**src/rtl/isort_pkg.sv**
```systemverilog
// Shared types for the insertion sorter: controller states and control/status bundles.
package isort_pkg;

	// Controller states: load values into the row, then stream the row out
	typedef enum logic {
		ST_LOAD,
		ST_EMIT
	} isort_state_t;

	// Commands from the controller to the datapath
	typedef struct packed {
		logic insert;  // insert the accepted request value into the row
		logic shift;   // drop the head entry after an output request is taken
	} isort_cmd_t;

	// Status from the datapath to the controller
	typedef struct packed {
		logic last_entry;  // exactly one entry remains in the row
	} isort_status_t;

endpackage

```
**src/rtl/isort_dp.sv**
```systemverilog
// Datapath of the insertion sorter: ordered compare-and-shift row, fill count, overflow flag.
module isort_dp #(
	parameter int DEPTH = 32
) (
	input  logic                  clk,
	input  logic                  arst_n,
	input  isort_pkg::isort_cmd_t cmd,
	output isort_pkg::isort_status_t status,
	input  logic signed [31:0]    sample_value,
	output logic signed [31:0]    sorted_value,
	output logic                  end_of_set,
	output logic                  overflowed
);
	import isort_pkg::*;

	localparam int FW = $clog2(DEPTH + 1);
	localparam logic [FW-1:0] FULL_LEVEL = FW'(DEPTH);

	logic signed [31:0] store_q [DEPTH];
	logic signed [31:0] store_d [DEPTH];
	logic [DEPTH-1:0]   gt;
	logic [FW-1:0]      fill_q;
	logic               ovf_q;
	logic               full;

	assign full = (fill_q == FULL_LEVEL);

	// Compare the incoming value against every valid entry in parallel
	always_comb begin
		for (int i = 0; i < DEPTH; i++) begin
			gt[i] = (FW'(i) < fill_q) && (sample_value < store_q[i]);
		end
	end

	// Next row contents: shift left on output, open a slot and insert on input
	always_comb begin
		for (int i = 0; i < DEPTH; i++) begin
			store_d[i] = store_q[i];
			if (cmd.shift) begin
				if (i < DEPTH - 1) begin
					store_d[i] = store_q[(i + 1) % DEPTH];
				end
			end else if (cmd.insert && !full) begin
				if (i > 0 && gt[(i + DEPTH - 1) % DEPTH]) begin
					store_d[i] = store_q[(i + DEPTH - 1) % DEPTH];
				end else if (gt[i] || FW'(i) == fill_q) begin
					store_d[i] = sample_value;
				end
			end
		end
	end

	// Hold the row contents
	always_ff @(posedge clk) begin
		for (int i = 0; i < DEPTH; i++) begin
			store_q[i] <= store_d[i];
		end
	end

	// Track fill count and overflow for the current set
	always_ff @(posedge clk or negedge arst_n) begin
		if (!arst_n) begin
			fill_q <= '0;
			ovf_q  <= 1'b0;
		end else if (cmd.shift) begin
			fill_q <= fill_q - FW'(1);
			if (fill_q == FW'(1)) begin
				ovf_q <= 1'b0;
			end
		end else if (cmd.insert) begin
			if (full) begin
				ovf_q <= 1'b1;
			end else begin
				fill_q <= fill_q + FW'(1);
			end
		end
	end

	assign status.last_entry = (fill_q == FW'(1));
	assign sorted_value      = store_q[0];
	assign end_of_set        = status.last_entry;
	assign overflowed        = ovf_q;

endmodule

```
**src/rtl/isort_ctrl.sv**
```systemverilog
// Controller of the insertion sorter: load/emit sequencing and handshake control.
module isort_ctrl (
	input  logic                     clk,
	input  logic                     arst_n,
	input  logic                     in_valid,
	input  logic                     final_item,
	output logic                     in_ready,
	output logic                     out_valid,
	input  logic                     out_ready,
	input  isort_pkg::isort_status_t status,
	output isort_pkg::isort_cmd_t    cmd
);
	import isort_pkg::*;

	isort_state_t state_q;
	isort_state_t state_d;

	// Next state: go emit after the final request, return after the last result
	always_comb begin
		state_d = state_q;
		unique case (state_q)
			ST_LOAD: begin
				if (in_valid && final_item) begin
					state_d = ST_EMIT;
				end
			end
			ST_EMIT: begin
				if (out_ready && status.last_entry) begin
					state_d = ST_LOAD;
				end
			end
			default: state_d = ST_LOAD;
		endcase
	end

	// Outputs: handshakes and datapath commands
	always_comb begin
		in_ready   = 1'b0;
		out_valid  = 1'b0;
		cmd.insert = 1'b0;
		cmd.shift  = 1'b0;
		unique case (state_q)
			ST_LOAD: begin
				in_ready   = 1'b1;
				cmd.insert = in_valid;
			end
			ST_EMIT: begin
				out_valid = 1'b1;
				cmd.shift = out_ready;
			end
			default: begin
				in_ready = 1'b0;
			end
		endcase
	end

	// Hold state
	always_ff @(posedge clk or negedge arst_n) begin
		if (!arst_n) begin
			state_q <= ST_LOAD;
		end else begin
			state_q <= state_d;
		end
	end

endmodule

```
**src/rtl/insertion_sorter.sv**
```systemverilog
// Top level of the insertion sorter: controller and compare-and-shift datapath.
//
//  channel | signals                                        | direction
//  --------+------------------------------------------------+----------
//  in      | in_valid, in_ready, sample_value, final_item   | request in
//  out     | out_valid, out_ready, sorted_value, end_of_set,| request out
//          | overflowed                                     |
//
// Loading accepts each valid value: a parallel compare-and-shift row inserts
// each accepted value in the cycle it arrives. After a final value, the set is
// streamed out one result per cycle from the row head while out_ready is high;
// no input is taken during this time. Reset empties the row at once (fill count
// and overflow flag cleared). Stalls on out_ready simply hold the current head.
module insertion_sorter #(
	parameter int DEPTH = 32
) (
	input  logic               clk,
	input  logic               arst_n,
	input  logic               in_valid,
	output logic               in_ready,
	input  logic signed [31:0] sample_value,
	input  logic               final_item,
	output logic               out_valid,
	input  logic               out_ready,
	output logic signed [31:0] sorted_value,
	output logic               end_of_set,
	output logic               overflowed
);
	import isort_pkg::*;

	isort_cmd_t    cmd;
	isort_status_t status;

	// Sequence load and emit phases
	isort_ctrl u_ctrl (
		.clk       (clk),
		.arst_n    (arst_n),
		.in_valid  (in_valid),
		.final_item(final_item),
		.in_ready  (in_ready),
		.out_valid (out_valid),
		.out_ready (out_ready),
		.status    (status),
		.cmd       (cmd)
	);

	// Hold the ordered row
	isort_dp #(
		.DEPTH(DEPTH)
	) u_dp (
		.clk         (clk),
		.arst_n      (arst_n),
		.cmd         (cmd),
		.status      (status),
		.sample_value(sample_value),
		.sorted_value(sorted_value),
		.end_of_set  (end_of_set),
		.overflowed  (overflowed)
	);

endmodule
```
**config.mk**
```make
export PLATFORM = sky130hd
export DESIGN_NAME = insertion_sorter
export DESIGN_NICKNAME = d
export VERILOG_FILES = /design/src/rtl/isort_pkg.sv /design/src/rtl/isort_dp.sv /design/src/rtl/isort_ctrl.sv /design/src/rtl/insertion_sorter.sv
export SDC_FILE = /design/constraint.sdc
export NUM_CORES = 2
export LEC_CHECK = 0
export ABC_AREA = 1
export BUFFER_PORTS_ARGS = -buffer_cell sky130_fd_sc_hd__buf_4
export CAP_MARGIN = 20
export CORE_UTILIZATION = 40
export CTS_CLUSTER_SIZE = 14
export DETAILED_ROUTE_END_ITERATION = 10
export GPL_ROUTABILITY_DRIVEN = 0
export MAX_ROUTING_LAYER = met4
export PLACE_DENSITY = 0.66
export SYNTH_ARGS = -nofsm -noshare
export SYNTH_HDL_FRONTEND = slang
export SYNTH_HIERARCHICAL = 1
export SYNTH_SLANG_ARGS = --single-unit
```
**constraint.sdc**
```tcl
create_clock -name clk -period 4.8 [get_ports clk]
set_input_delay 0.72 -clock clk [delete_from_list [all_inputs] [get_ports clk]]
set_output_delay 0.72 -clock clk [all_outputs]
set_load 0.005 [all_outputs]
```
==> flow_summary.toml <==
[run_status]
status = "completed"

[worst_setup_path]
path_buf_inv = 3
r2r_start = "u_dp/fill_q[5]"
cp_slowest_cell = "dfrtp_1"
crit_type = "flop to output port"
startpoint_type = "flop"
arrival_ps = 3200
cp_slowest_stage_delay_ps = 600
startpoint = "u_dp/fill_q[5]"
path_cells = "nor2_4 > inv_2 > nor2_4 > nand2_1 > inv_1 > buf_4"
worstReg2RegEnd = "u_dp/store_q[0][352]"
cp_common_cell = "nor2_4"
end_kind = "output port"
timing.critical_path.depth = 6
critical_path_peak_fanout = 17
cp_top_family = "simple AND/OR/NAND/NOR gates"
r2r_cells = 12
regToRegSetupSlack_ps = 910
crit_required_ps = 4080
cp-endpoint = "end_of_set"

[synth]
synth_most_common_cell = "nand2_1"
synth_common_cells = "nand2_1, inv_1, nand3_1, edfxtp_1, nand4_1"
yosysTopAreaCellShare_pct = 36.5
avgSynthCellArea_um2 = 7.42
syn-num-nets = 12400
synth_seq_cells = 1032
synth_edf_count = 1024
synth.yosys.warnings = 6
synthTopCellsByArea = "edfxtp_1, nand2_1, ha_1"
ys_types = 37
synth_seq_area_share_pct = 36.8
syn_inst = 11300
yosysTopAreaCell = "edfxtp_1"
synthArstFlopShare_pct = 0.775
netlist_area_um2 = 84100
ys.flop_type = "edfxtp_1"

[detailed_routing]
wl_per_cell_um = 22.9
via_per_inst = 5.91
drc = 0
ant_nets = 0
via_count = 82600
drtPass1Iterations = 10
drtIter0Drc = 10300
wl_um = 320000

[die]
rows = 167
die_y_um = 461
die_w_um = 461
dieArea_um2 = 212000
io_pins = 73
initial_core_util_pct = 40.4
core_area_um2 = 208000

[clock_tree]
h-tree-depth = 4
clock-sinks = 1032
cts.reportedPaths.clkPinSlew_ps = 50
cts_resized = 0
root_buffer = "clkbuf_16"
cts_tree = "built"
insertion_delay_ps = 810
clockBufferDepth = 3
cts_buffers = 130

[placement]
hpwl_um = 230000
place_area_um2 = 87400
io_buffers = 72

[sta]
max_slew_margin_pct = 15.7
rsz0062_at_grt = "no"
skew_ps = 29.1
hold_viol = 0
finalMaxSlewViolations = 0
period_minus_slack_ps = 3920
timing.final.crit_share_pct = 81.7
setup_tns_ps = 0
max_freq_mhz = 255
worstMarginPinSlew_ps = 1260
setup_viol = 0

[cells_and_area]
nNetsFinal = 12100
areaGrowthSynthToFinish_pct = 8.74
fillers = 20800
design_area_um2 = 91500
drive_gt1_share_pct = 5.96

[global_route]
first_global_vias = 79300
grt_start_max_net_pins = 151
grt-ovfl-total = 0
grt_antenna_before_repair = 12
grt_pass1_wl_um = 478000
grt_usage_pct = 30.2

[power]
total_power_mw = 74.4
static-leakage-power_nw = 45.5
vdd_ir_drop_max_mv = 0.520
powerDensity_nw_per_um2 = 813

[hold_path]
hp-class = "input pin to flop"

[job]
cap_violations = 0
[through the flow]
stage	hold WS [ps]	util, %	setup slack [ps]	instances
2_1_floorplan	424	-	1010	11300
3_3_place_gp	522	42.0	599	13700
3_5_place_dp	528	42.0	629	13700
4_1_cts	101	43.9	876	14000
5_1_grt	120	44.0	775	14000
6_report	146	44.0	878	14000
[layout by cell type, fill, tap and decap left out, types with 6 or more instances in the layout]
cell,netlist,final
a21oi_1,478,476
buf_12,0,24
buf_4,46,326
bufinv_16,0,6
clkbuf_1,289,17
clkbuf_16,0,133
clkinv_1,0,35
clkinv_2,0,25
dfrtp_1,8,8
diode_2,0,8
edfxtp_1,1024,1024
ha_1,996,996
inv_1,1330,1297
inv_2,15,45
inv_6,0,7
nand2_1,3966,3966
nand2_2,8,8
nand3_1,1081,1080
nand3_2,31,32
nand3b_1,6,6
nand4_1,1002,1002
nor2_1,327,296
nor2_2,2,30
nor2_4,4,7
nor3_1,66,66
nor4_1,9,9
o211ai_1,12,12
o21a_1,20,20
o21ai_0,192,192
o21ai_2,1,7
[kinds of logic (layout without fill, tap and decap cells)]
kind of cell,after synthesis,after routing,share of synthesized area (%)
other,0,8,0
xor gates and xnor gates,5,5,0.0520
and+or+nand+nor,6504,6504,34.1
adders and majority gates,996,996,14.8
AOI/OAI and AO/OA,721,721,4.42
DFF,1032,1032,36.8
buffers and inverters,2077,1928,9.87
[report_power, final]
part | internal, mW | leakage (nW) | switching, mW
combinational | 13.1 | 33.5 | 29.7
clock | 5.39 | 1.96 | 4.23
sequential | 18.3 | 9.99 | 3.62
total | 36.8 | 45.5 | 37.6
[worst min path at each step]
stage	start	end	slack, ps	depth (start not counted)
floorplan	arst_n	u_ctrl/state_q	420	0
global placement	u_dp/overflowed	u_dp/overflowed	520	2
detailed placement	u_dp/store_q[1][35]	u_dp/store_q[1][3]	530	2
CTS	final_item	u_ctrl/state_q	100	3
global route	final_item	u_ctrl/state_q	120	3
finish	final_item	u_ctrl/state_q	150	3
[per-layer routing]
metal / routed length [µm] / GRT usage (%) / share of wire, %
met4: 23400 / 19.4 / 7.3
met2: 139000 / 45.7 / 44
met5: 0 / - / 0
met1: 123000 / 36.9 / 39
met3: 33700 / 5.85 / 11
[layout make-up]
type / count / area, µm² / share of cell area, %
multi-input cells: 8226 / 45000 / 49.2
flip-flops and latches: 1032 / 30900 / 33.8
inverters: 1346 / 5070 / 5.54
well taps: 2788 / 3490 / 3.81
clock buffers: 150 / 3390 / 3.71
repair buffers: 351 / 2940 / 3.21
clock inverters: 81 / 609 / 0.666
diodes: 8 / 20.0 / 0.0219
[repair_timing]
item                                   4_1_cts  5_1_grt
buffers inserted                             0        0
endpoints found under the hold margin        8        0
hold buffers                                 1        0
[worst reg2reg max path: cells and delay by family (launching register included)]
kind | cells | cell delay, ps
buffers and inverters | 5 | 1640
DFF | 1 | 720
and+or+nand+nor | 7 | 1150
[state kept, by name (all words and copies together), names as in the netlist]
| register | flops |
|---|---|
| u_dp/store_q | 1024 |
| u_dp/fill_q | 6 |
| u_ctrl/state_q | 1 |
| u_dp/overflowed | 1 |
Note: power is estimated with default switching activity, not from simulation.
